## src/rtl/hufd_pkg.sv

```systemverilog
// ----------------------------------------------------------------------------
// hufd_pkg
// shared types and constants of the table driven prefix code decoder
// ----------------------------------------------------------------------------
`default_nettype none

package hufd_pkg;

  localparam int unsigned MaxEntriesDef = 256;
  localparam int unsigned MaxCodeLenDef = 8;
  localparam int unsigned MaxOut        = 15;
  localparam int unsigned BufW          = 16;
  localparam int unsigned CntW          = 5;
  localparam int unsigned CfgIdxW       = 2;
  localparam int unsigned CfgDataW      = 9;

  // configuration register indexes
  localparam logic [CfgIdxW-1:0] CfgNumEntries = 2'd0;
  localparam logic [CfgIdxW-1:0] CfgPadBits    = 2'd1;

  // request kinds
  localparam logic ReqLoad = 1'b0;
  localparam logic ReqData = 1'b1;

  typedef struct packed {
    logic [7:0] sym;
    logic [7:0] code;
    logic [3:0] len;
  } entry_t;

  localparam int unsigned EntryW = $bits(entry_t);

  typedef struct packed {
    logic       req_type;
    logic [7:0] idx;
    entry_t     entry;
    logic [7:0] data;
  } item_t;

  // back end status seen by the top level checks
  typedef struct packed {
    logic          idle;
    logic          pend_vld;
    logic [CntW-1:0] cnt;
  } back_status_t;

endpackage

`default_nettype wire

```

## src/rtl/hufd_front.sv

```systemverilog
// ----------------------------------------------------------------------------
// hufd_front
// accepts request transfers and queues them for the back end
// ----------------------------------------------------------------------------
`default_nettype none

module hufd_front (
  input  wire logic           clk_i,
  input  wire logic           rst_ni,
  input  wire logic           in_valid_i,
  output logic                in_stall_o,
  input  wire hufd_pkg::item_t item_i,
  output logic                q_valid_o,
  output hufd_pkg::item_t     q_item_o,
  input  wire logic           q_pop_i
);
  import hufd_pkg::*;

  item_t      slot_q [2];
  logic       wr_q, wr_d, rd_q, rd_d;
  logic [1:0] cnt_q, cnt_d;
  logic       push, pop;

  assign in_stall_o = (cnt_q == 2'd2);
  assign push       = in_valid_i && !in_stall_o;
  assign q_valid_o  = (cnt_q != 2'd0);
  assign pop        = q_pop_i && q_valid_o;
  assign q_item_o   = slot_q[rd_q];

  always_comb begin
    wr_d  = push ? ~wr_q : wr_q;
    rd_d  = pop ? ~rd_q : rd_q;
    cnt_d = cnt_q + 2'(push) - 2'(pop);
  end

  always_ff @(posedge clk_i or negedge rst_ni) begin
    if (!rst_ni) begin
      wr_q  <= 1'b0;
      rd_q  <= 1'b0;
      cnt_q <= 2'd0;
    end else begin
      wr_q  <= wr_d;
      rd_q  <= rd_d;
      cnt_q <= cnt_d;
    end
  end

  always_ff @(posedge clk_i) begin
    if (push) begin
      slot_q[wr_q] <= item_i;
    end
  end

endmodule

`default_nettype wire

```

## config.mk

```make
export PLATFORM = sky130hd
export DESIGN_NAME = hufd_front
export DESIGN_NICKNAME = d
export VERILOG_FILES = /design/src/rtl/hufd_pkg.sv /design/src/rtl/hufd_front.sv
export SDC_FILE = /design/constraint.sdc
export NUM_CORES = 1
export LEC_CHECK = 0
export BUFFER_PORTS_ARGS = -buffer_cell sky130_fd_sc_hd__clkbuf_2
export CAP_MARGIN = 10
export CORE_AREA = 10 10 96 98
export DETAILED_ROUTE_END_ITERATION = 10
export DIE_AREA = 0 0 106 108
export PLACE_DENSITY = 0.67
export SYNTH_ARGS = -nofsm -noshare
export SYNTH_HDL_FRONTEND = slang
export SYNTH_SLANG_ARGS = --single-unit
```

## constraint.sdc

```tcl
create_clock -name clk_i -period 2.7 [get_ports clk_i]
set_input_delay 0.135 -clock clk_i [delete_from_list [all_inputs] [get_ports clk_i]]
set_output_delay 0.135 -clock clk_i [all_outputs]
set_load 0.1 [all_outputs]
```

[After elaboration in Yosys (flattened, before gate mapping)]
Memory sizes are Yosys's and may differ from the RTL's.
Index checks and enable logic that the tools add are counted.
Word-level totals
  RAM bits: 74
  register bits after elaboration: 4
  logic and storage cells: 15
  output and inout port bits: 39
  bits of input ports: 41
  memories: 1
Memories
  slot_q: depth 2, width 37, rd ports 1, clocked after memory_dff 0, write ports 1, RTL line hufd_front.sv:19  | item_t slot_q [2];
Operators by class
  multiplexer cells: 2
  add/sub/neg operators: 2
  reductions and logical operators: 4
  equality and inequality tests: 1
  bitwise logic cells: 2
Operator list (number)
  2-bit by 1-bit adder with 2-bit output: 1
  2-bit == test, second input constant: 1
  1-bit logical AND: 2
  1-bit two-way mux: 2
  1-bit NOT: 2
  2-bit nonzero test: 1
  2-bit by 1-bit subtractor with 2-bit output: 1
  1-bit logical NOT: 1

[Depth between registers and ports, before layout]
Gate-level depths: netlist (run 1).
  depth in word-level cells: 5
  gate-level depth with buffers: 7

[Worst setup path after synthesis (run 1)]
Ideal clock, no wire load.
  path kind: reg2reg
  start: register cnt_q[1]
  end: memory slot_q[0][0] (netlist bit), enable pin
  cell stages (with the launch flop): 4
  setup time: 431 ps
  arrival: 2149 ps
  clock period less this slack: 2581 ps
  path slack: 119 ps
  cell sequence: dfrtp_1 nand2b_1 nand2_1 nor2_1
On the way
  word-level cells in the longest chain between the ends: 5
RTL lines
  from (decl): RTL line hufd_front.sv:21  | logic [1:0] cnt_q, cnt_d;
  from (signal assigned): RTL line hufd_front.sv:44  | cnt_q <= cnt_d;
  2-bit == test: RTL line hufd_front.sv:24  | assign in_stall_o = (cnt_q == 2'd2);
  1-bit logical NOT: RTL line hufd_front.sv:25  | assign push = in_valid_i && !in_stall_o;
  1-bit logical AND: RTL line hufd_front.sv:25
  1-bit two-way mux: RTL line hufd_front.sv:49  | if (push) begin
  1-bit two-way mux (not written as such): RTL line hufd_front.sv:50  | slot_q[wr_q] <= item_i;
  to (decl): RTL line hufd_front.sv:19
No other way between the ends.

==> results_dict.tcl, run 1 <==
set metrics [dict create \
    root_buffer "clkbuf_8" \
    nFillCells 605 \
    hold_path_startpoint "q_pop_i" \
    ant_nets 0 \
    drt_first_pass_iters 3 \
    overflow 0 \
    clock_path_buffers 2 \
    core_um2 7450 \
    area_growth_pct 37.6 \
    min_period_ns 2.17 \
    synth_top_cell_area_share_pct 75.2 \
    numCtsBuffers 9 \
    drive_gt1_share_pct 51.5 \
    fp.dieH_um 108 \
    numPortBuffers 79 \
    syn_area_um2 2960 \
    vias 1551 \
    ios 80 \
    multi_input_area_um2 596 \
    seqCellArea_um2 2320 \
    hp-class "primary input to flop" \
    tightest_slew_ns 0.596 \
    yosysWarnings 0 \
    yosys-top-cells-count "edfxtp_1 (74), mux2_4 (20), mux2_2 (17)" \
    grt_pass1_wl_um 9060 \
    fin_skew_ns 0.0114 \
    viasPerCell 4.21 \
    synth.net_count 176 \
    synth_top_family_by_area "multiplexers" \
    clock_sinks 78 \
    hpwl_um 3780 \
    finalSetupTns_ns 0 \
    crit_start "rd_q$_DFFE_PN0P_" \
    avgRoutedWirePerCell_um 15.6 \
    synth_compound_area_share_pct 0 \
    syn_inst 133 \
    r2r_start "cnt_q[1]$_DFF_PN0_" \
    async_reset_ff_share_pct 5.13 \
    cpMaxStageDelayCell "dfrtp_2" \
    cts_tree "done" \
    drv_cap 0 \
    finalSetupViolations 0 \
    dieArea_um2 11400 \
    slowest_delay_ns 0.64 \
    yosysUniqueCellTypes 16 \
    synthSimpleGateAreaFrac_pct 1.19 \
    startpoint_type "flop" \
    hold_violations 0 \
    path_class "flop to primary output" \
    die_w_um 106 \
    drcViolationCount 0 \
    ys_seq_area_share_pct 78.6 \
    insertedDiodeCount 0 \
    cp.arrival_ns 2.04 \
    min_period_over_period_pct 80.4 \
    start_util_pct 39.7 \
    gp_congestion 0.626 \
    slew-limit-headroom_pct 60.4 \
    worstPathCellList "buf_4, mux2_4, clkbuf_2" \
    crit_buf_inv 2 \
    crit_family "buffers and inverters" \
    worst-path-max-fanout 18 \
    antenna_found_initial 0 \
    synth_most_common_cell "edfxtp_1" \
    track_usage_pct 10.3 \
    max_freq_mhz 460 \
    rsz0062_at_grt "no" \
    path_clk_slew_ns 0.07 \
    drt-initial-drc-count 51 \
    num_rows 32 \
    avgSynthCellArea_um2 22.2 \
    clk_latency_ns 0.34 \
    wl_um 5740 \
    htreeDepth 3 \
    muxShareOfSynthArea_pct 16.6 \
    ys.flop_type "edfxtp_1" \
    synth-edff-count 74 \
    yosys.area.top_type "edfxtp_1" \
    crit_required_ns 2.57 \
    grt_pass1_vias 1769 \
    worstSetupEndpointType "primary output" \
    status "finished, final reports clean" \
    synth-seq-cells 78 \
    report.final.slew_viol_count 0 \
    synthTopCellsByArea "edfxtp_1 (75%), mux2_4 (10%), mux2_2 (6.5%)" \
    grt_max_degree 38 \
    synthAdderAreaFrac_pct 0.847 \
    postCtsSetupBuffers 0 \
    finalNetCount 304 \
    synthXorXnorAreaFrac_pct 1.19 \
]
kinds of logic after synthesis:
kind of cell               count (synthesis)
xor gates and xnor gates                   4
adders and majority gates                  2
buffers and inverters                      6
DFF                                       78
muxes                                     37
and+or+nand+nor                            6
timing repair:
action | CTS | global route
hold endpoints to repair | 78 | 0
resized for setup | 0 | 0
hold buffers | 38 | 0
final timing paths:
kind | endpoint | slack (ns) | cells after the start
setup / recovery | q_item_o[20] | 0.53 | 3
hold / removal | rd_q$_DFFE_PN0P_ | 0.09 | 3
setup reg to reg | cnt_q[1]$_DFF_PN0_ | 1.02 | 7
hold reg to reg | cnt_q[0]$_DFF_PN0_ | 0.51 | 1
max in group asynchronous | rd_q$_DFFE_PN0P_ | 2.41 | 2
min in group asynchronous | cnt_q[0]$_DFF_PN0_ | 0.14 | 2
layout make-up:
| cell class | count | area share [%] |
|---|---|---|
| Tap cell | 102 | 3.14 |
| Clock buffer | 12 | 3.32 |
| Timing Repair Buffer | 121 | 20.4 |
| Multi-Input combinational cell | 49 | 14.6 |
| Sequential cell | 78 | 57.1 |
| Clock inverter | 4 | 1.17 |
| Inverter | 2 | 0.185 |
registers in the layout (all words and copies together) (netlist names):
register	cells
wr_q	1
cnt_q	2
slot_q	74
rd_q	1
metrics by stage:
step           worst slack (ns)  area, um^2  cells  hold slack [ns]  utilization (%)
2_1_floorplan             0.119        2960    133           -0.161                -
3_3_place_gp              0.861        3500    314          -0.0505             47.1
3_5_place_dp              0.845        3500    314          -0.0457             47.1
4_1_cts                   0.464        4070    368           0.0726             54.6
5_1_grt                   0.373        4070    368           0.0794             54.6
6_report                  0.528        4070    368           0.0912             54.6
cells in the final DEF, fill, tap and decap left out, types with 2 or more instances in the layout:
cell type | synthesis | final
clkbuf_1 | 0 | 3
mux2_2 | 17 | 17
dlygate4sd3_1 | 0 | 38
dfrtp_1 | 4 | 3
buf_12 | 0 | 2
clkinv_2 | 0 | 2
xnor2_1 | 3 | 3
ha_1 | 2 | 2
clkbuf_2 | 0 | 79
edfxtp_1 | 74 | 74
inv_1 | 2 | 2
mux2_4 | 20 | 20
buf_4 | 0 | 2
clkbuf_8 | 0 | 9
layer usage:
| layer | routed length (um) | vias to the layer above | GRT usage (%) |
|---|---|---|---|
| met5 | 0 | - | 0 |
| met4 | 72 | 0 | 4.06 |
| met3 | 401 | 4 | 5.00 |
| li1 | - | 770 | - |
| met1 | 2420 | 726 | 11.3 |
| met2 | 2840 | 51 | 17.1 |
worst min-delay path, stage by stage:
cell      delay [ns]
clkbuf_2        0.08
and2_4          0.13
xor2_1          0.05
Power of run 1 is left out: the tool's default activity adds up to more than one toggle a clock period on the data nets, which glitch-free logic cannot reach.
==> run 2, diff against run 1 <==
Settings changed: PLACE_DENSITY 0.67 to not set.
Clock period 2.7 ns to 2 ns, I/O delays scaled along.
==> run 2 against run 1 <==
  * Setup slack worse by 0.45 ns
  * Critical path depth unchanged
  * Core utilization up 0.22 points
  * Non-clock buffer count up 1
  * Global-route usage down 0.24 points
  * Hold slack worse by 0.021 ns
  * Critical endpoint is now q_item_o[28]
==> results_dict.tcl, run 2 (synthesis gave the netlist of run 1 again) <==
set metrics [dict create \
    status "finished, final reports clean" \
    hold_violations 0 \
    antenna_found_initial 0 \
    finalSetupViolations 0 \
    path_clk_slew_ns 0.07 \
    area_growth_pct 38.2 \
    fin_skew_ns 0.00310 \
    grt_max_degree 35 \
    finalNetCount 305 \
    drive_gt1_share_pct 52.3 \
    final_cell_mix "clkbuf_2 (79), edfxtp_1 (74), dlygate4sd3_1 (38)" \
    drt_first_pass_iters 4 \
    track_usage_pct 10.1 \
    insertedDiodeCount 0 \
    min_period_over_period_pct 96.3 \
    r2r_start "cnt_q[1]$_DFF_PN0_" \
    grt_pass1_wl_um 8900 \
    num_rows 32 \
    drv_cap 0 \
    gp_congestion 0.659 \
    avgRoutedWirePerCell_um 15.1 \
    clock_sinks 78 \
    cts_tree "done" \
    ios 80 \
    clock_path_buffers 2 \
    vias 1594 \
    hpwl_um 3780 \
    numCtsBuffers 9 \
    top_register "slot_q" \
    largest_reg_flops 74 \
    report.final.slew_viol_count 0 \
    path_class "flop to primary output" \
    wl_um 5550 \
    drcViolationCount 0 \
    crit_required_ns 1.90 \
    reg2reg_depth 7 \
    htreeDepth 3 \
    core_um2 7450 \
    tightest_slew_ns 0.556 \
    min_period_ns 1.93 \
    postCtsSetupBuffers 0 \
    crit_start "rd_q$_DFFE_PN0P_" \
    worst-path-max-fanout 34 \
    drt-initial-drc-count 46 \
    hold_slack_ns 0.0700 \
    startpoint_type "flop" \
    cp.arrival_ns 1.83 \
    viasPerCell 4.33 \
    fp.dieH_um 108 \
    final_common_cell "clkbuf_2" \
    hp-class "primary input to flop" \
    slew-limit-headroom_pct 63.1 \
    die_w_um 106 \
    numPortBuffers 79 \
    max_freq_mhz 519 \
    ant_nets 0 \
    crit_path_end "q_item_o[28]" \
    clk_latency_ns 0.34 \
    rr_endpoint "cnt_q[1]$_DFF_PN0_" \
    rsz0062_at_grt "no" \
    grt_pass1_vias 1843 \
    worstSetupEndpointType "primary output" \
    reg.largest.list "slot_q: 74 flops, cnt_q: 2 flops" \
    root_buffer "clkbuf_8" \
    overflow 0 \
    finalSetupTns_ns 0 \
    start_util_pct 39.7 \
    dieArea_um2 11400 \
    rrSetupSlack_ns 0.29 \
]
## run 2: cell types whose count changed in the layout (fill, tap and decap cells not counted)
cell and change:
clkbuf_1 -3, buf_4 +2, clkinv_1 +2, buf_12 -1, bufinv_16 +1, clkinvlp_4 -1, or2_1 -1, or2_4 +1
## run 2: layer usage
metal  track usage, %  vias up  wire length (um)
met2             17.1       45              2960
met1             10.5      766              2120
met4             6.09        0               123
met3             3.81       11               348
met5                0        -                 0
li1                 -      772                 -
## run 2: critical path, stage by stage (launching register included)
cell and delay [ns]:
dfrtp_2 0.44, buf_12 0.27, mux2_2 0.38, clkbuf_2 0.38
## run 2: timing repair
item	in CTS	in global routing
gates resized for setup	0	0
hold endpoints to repair	78	0
hold buffers	38	0
## run 2: how the worst min path moves through the flow
stage / start / to / cells past startpoint / slack [ns]
after detailed placement: rst_ni / cnt_q[0]$_DFF_PN0_ / 1 / -0.08
after global routing: q_pop_i / rd_q$_DFFE_PN0P_ / 3 / 0.06
after CTS: q_pop_i / rd_q$_DFFE_PN0P_ / 3 / 0.04
final: q_pop_i / rd_q$_DFFE_PN0P_ / 3 / 0.07
after global placement: rst_ni / cnt_q[0]$_DFF_PN0_ / 1 / -0.09
after floorplan: rst_ni / cnt_q[0]$_DFF_PN0_ / 0 / -0.20
## run 2: through the flow
step | worst slack [ns] | util, % | area, um^2 | cells
after floorplan | 0.0231 | - | 2960 | 133
after global placement | 0.352 | 47.0 | 3500 | 315
after detailed placement | 0.298 | 47.0 | 3500 | 315
after global routing | 0.00733 | 54.8 | 4080 | 368
after CTS | 0.0327 | 54.8 | 4080 | 368
final | 0.0749 | 54.8 | 4080 | 368
## run 2: layout make-up
type                    instances  area [um^2]
flip-flops and latches         78         2320
well taps                     102          128
repair buffers                122          826
inverters                       2         7.51
clock buffers                   9          124
clock inverters                 6         77.6
multi-input cells              49          598
fillers                       629         3360
Power of run 2 is left out for the same reason.
==> run 3, diff against run 2 <==
Settings changed: CORE_AREA 10 10 96 98 to 10 10 88 90, DIE_AREA 0 0 106 108 to 0 0 98 100, GPL_TIMING_DRIVEN set to 0, PLACE_DENSITY set to 0.76.
==> run 3 against run 2 <==
  * Hold slack improved by 0.015 ns
  * Global-route usage rose by 1.4 points
  * Clock skew rose by 0.0037 ns
  * Sequential share of layout area rose by 0.27 points
  * Final area fell by 0.52%
  * Die area fell by 14%
  * Flip-flop and latch count did not move
  * Clock-buffer cell count rose by 1
  * Cell count fell by 6.5%
  * Critical endpoint is now q_item_o[21]
  * Largest cell class unchanged
==> results_dict.tcl, run 3 (synthesis gave the netlist of run 1 again) <==
set metrics [dict create \
    status "finished, final reports clean" \
    tightest_slew_ns 0.885 \
    hold_violations 0 \
    ios 80 \
    rr_endpoint "slot_q[1][30]$_DFFE_PP_" \
    pre_cts_slack_ns 0.262 \
    area_growth_pct 37.5 \
    finalNetCount 305 \
    root_buffer "clkbuf_8" \
    path_clk_slew_ns 0.07 \
    clk_latency_ns 0.33 \
    rsz0062_at_grt "no" \
    grt_pass1_vias 1819 \
    placedCellCount 290 \
    clock_sinks 78 \
    worstSetupEndpointType "primary output" \
    slew-limit-headroom_pct 41.0 \
    hpwl_um 3760 \
    track_usage_pct 11.5 \
    hold_depth 3 \
    die_w_um 98 \
    viasPerCell 4.69 \
    antenna_found_initial 0 \
    r2r_start "cnt_q[1]$_DFF_PN0_" \
    rrSetupSlack_ns 0.28 \
    numCtsBuffers 9 \
    multi_input_area_um2 598 \
    drv_cap 0 \
    overflow 0 \
    fp.dieH_um 100 \
    num_rows 29 \
    final_cell_mix "clkbuf_2 (79), edfxtp_1 (74), dlygate4sd3_1 (38)" \
    grt_max_degree 38 \
    finalSetupTns_ns 0 \
    nFillCells 433 \
    max_freq_mhz 545 \
    fin_cells 344 \
    clock_path_buffers 2 \
    seqCellArea_um2 2320 \
    drt_first_pass_iters 3 \
    startpoint_type "flop" \
    gp_congestion 0.636 \
    min_period_ns 1.84 \
    drive_gt1_share_pct 51.3 \
    fin_area_um2 4060 \
    crit_required_ns 1.90 \
    setup_ws_ns 0.164 \
    vias 1613 \
    core_um2 6130 \
    cts_resized 0 \
    reg2reg_depth 2 \
    crit_start "rd_q$_DFFE_PN0P_" \
    path_class "flop to primary output" \
    place_area_um2 3480 \
    drcViolationCount 0 \
    avgRoutedWirePerCell_um 16.1 \
    dieArea_um2 9800 \
    grt_pass1_wl_um 8950 \
    final_common_cell "clkbuf_2" \
    ant_nets 0 \
    worst-path-max-fanout 10 \
    start_util_pct 48.2 \
    worstHoldEndpoint "rd_q$_DFFE_PN0P_" \
    htreeDepth 3 \
    cp.arrival_ns 1.74 \
    numPortBuffers 79 \
    insertedDiodeCount 0 \
    top_register "slot_q" \
    fin_skew_ns 0.00685 \
    reg.largest.list "slot_q: 74 flops, cnt_q: 2 flops" \
    hold_path_startpoint "q_pop_i" \
    min_period_over_period_pct 91.8 \
    hp-class "primary input to flop" \
    report.final.slew_viol_count 0 \
    largest_reg_flops 74 \
    drt-initial-drc-count 78 \
    wl_um 5540 \
    cts_tree "done" \
    finalSetupViolations 0 \
]
[run 3: cell types whose count changed in the layout (fill, tap and decap cells not counted)]
cell,before,now
buf_4,4,0
buf_2,0,1
clkbuf_1,0,1
dfrtp_1,3,4
dfrtp_2,1,0
buf_6,0,3
clkinv_1,2,3
clkinv_2,2,1
[run 3: layout make-up]
class                      count  area share, %
sequential                    78           57.2
timing repair buffer         118           19.6
multi-input combinational     49           14.7
clock buffer                  10           3.14
tap                           77           2.37
clock inverter                 6           1.88
buffer                         4          0.955
inverter                       2          0.185
[run 3: routing by layer]
layer	wire [um]	global-route usage [%]
met4	102	6.04
met5	0	0
met1	2150	11.6
met2	2900	20.2
met3	383	4.40
[run 3: how the worst max path moves through the flow]
stage | end | slack [ns] | cells after the start
after floorplan | slot_q[0][0]$_DFFE_PP_ | 0.02 | 3
after global placement | slot_q[0][17]$_DFFE_PP_ | -0.55 | 3
after detailed placement | slot_q[1][17]$_DFFE_PP_ | 0.26 | 2
after CTS | q_item_o[19] | 0.12 | 4
after global routing | q_item_o[20] | 0.09 | 4
final | q_item_o[21] | 0.16 | 4
[run 3: through the flow]
stage	util, %	hold slack (ns)
global placement	56.3	-0.0856
global route	66.3	0.0758
floorplan	-	-0.196
finish	66.3	0.0849
CTS	66.3	0.0652
detailed placement	56.7	-0.0792
[run 3: critical path, stage by stage (launching register included)]
cell	delay, ns
dfrtp_1	0.36
buf_6	0.16
buf_6	0.19
mux2_4	0.31
clkbuf_2	0.37
[run 3: timing repair]
action	CTS	global route
setup buffers	0	0
endpoints found under the hold margin	78	0
endpoints found under the setup margin	0	0
hold buffers	38	0
Power of run 3 is left out for the same reason.
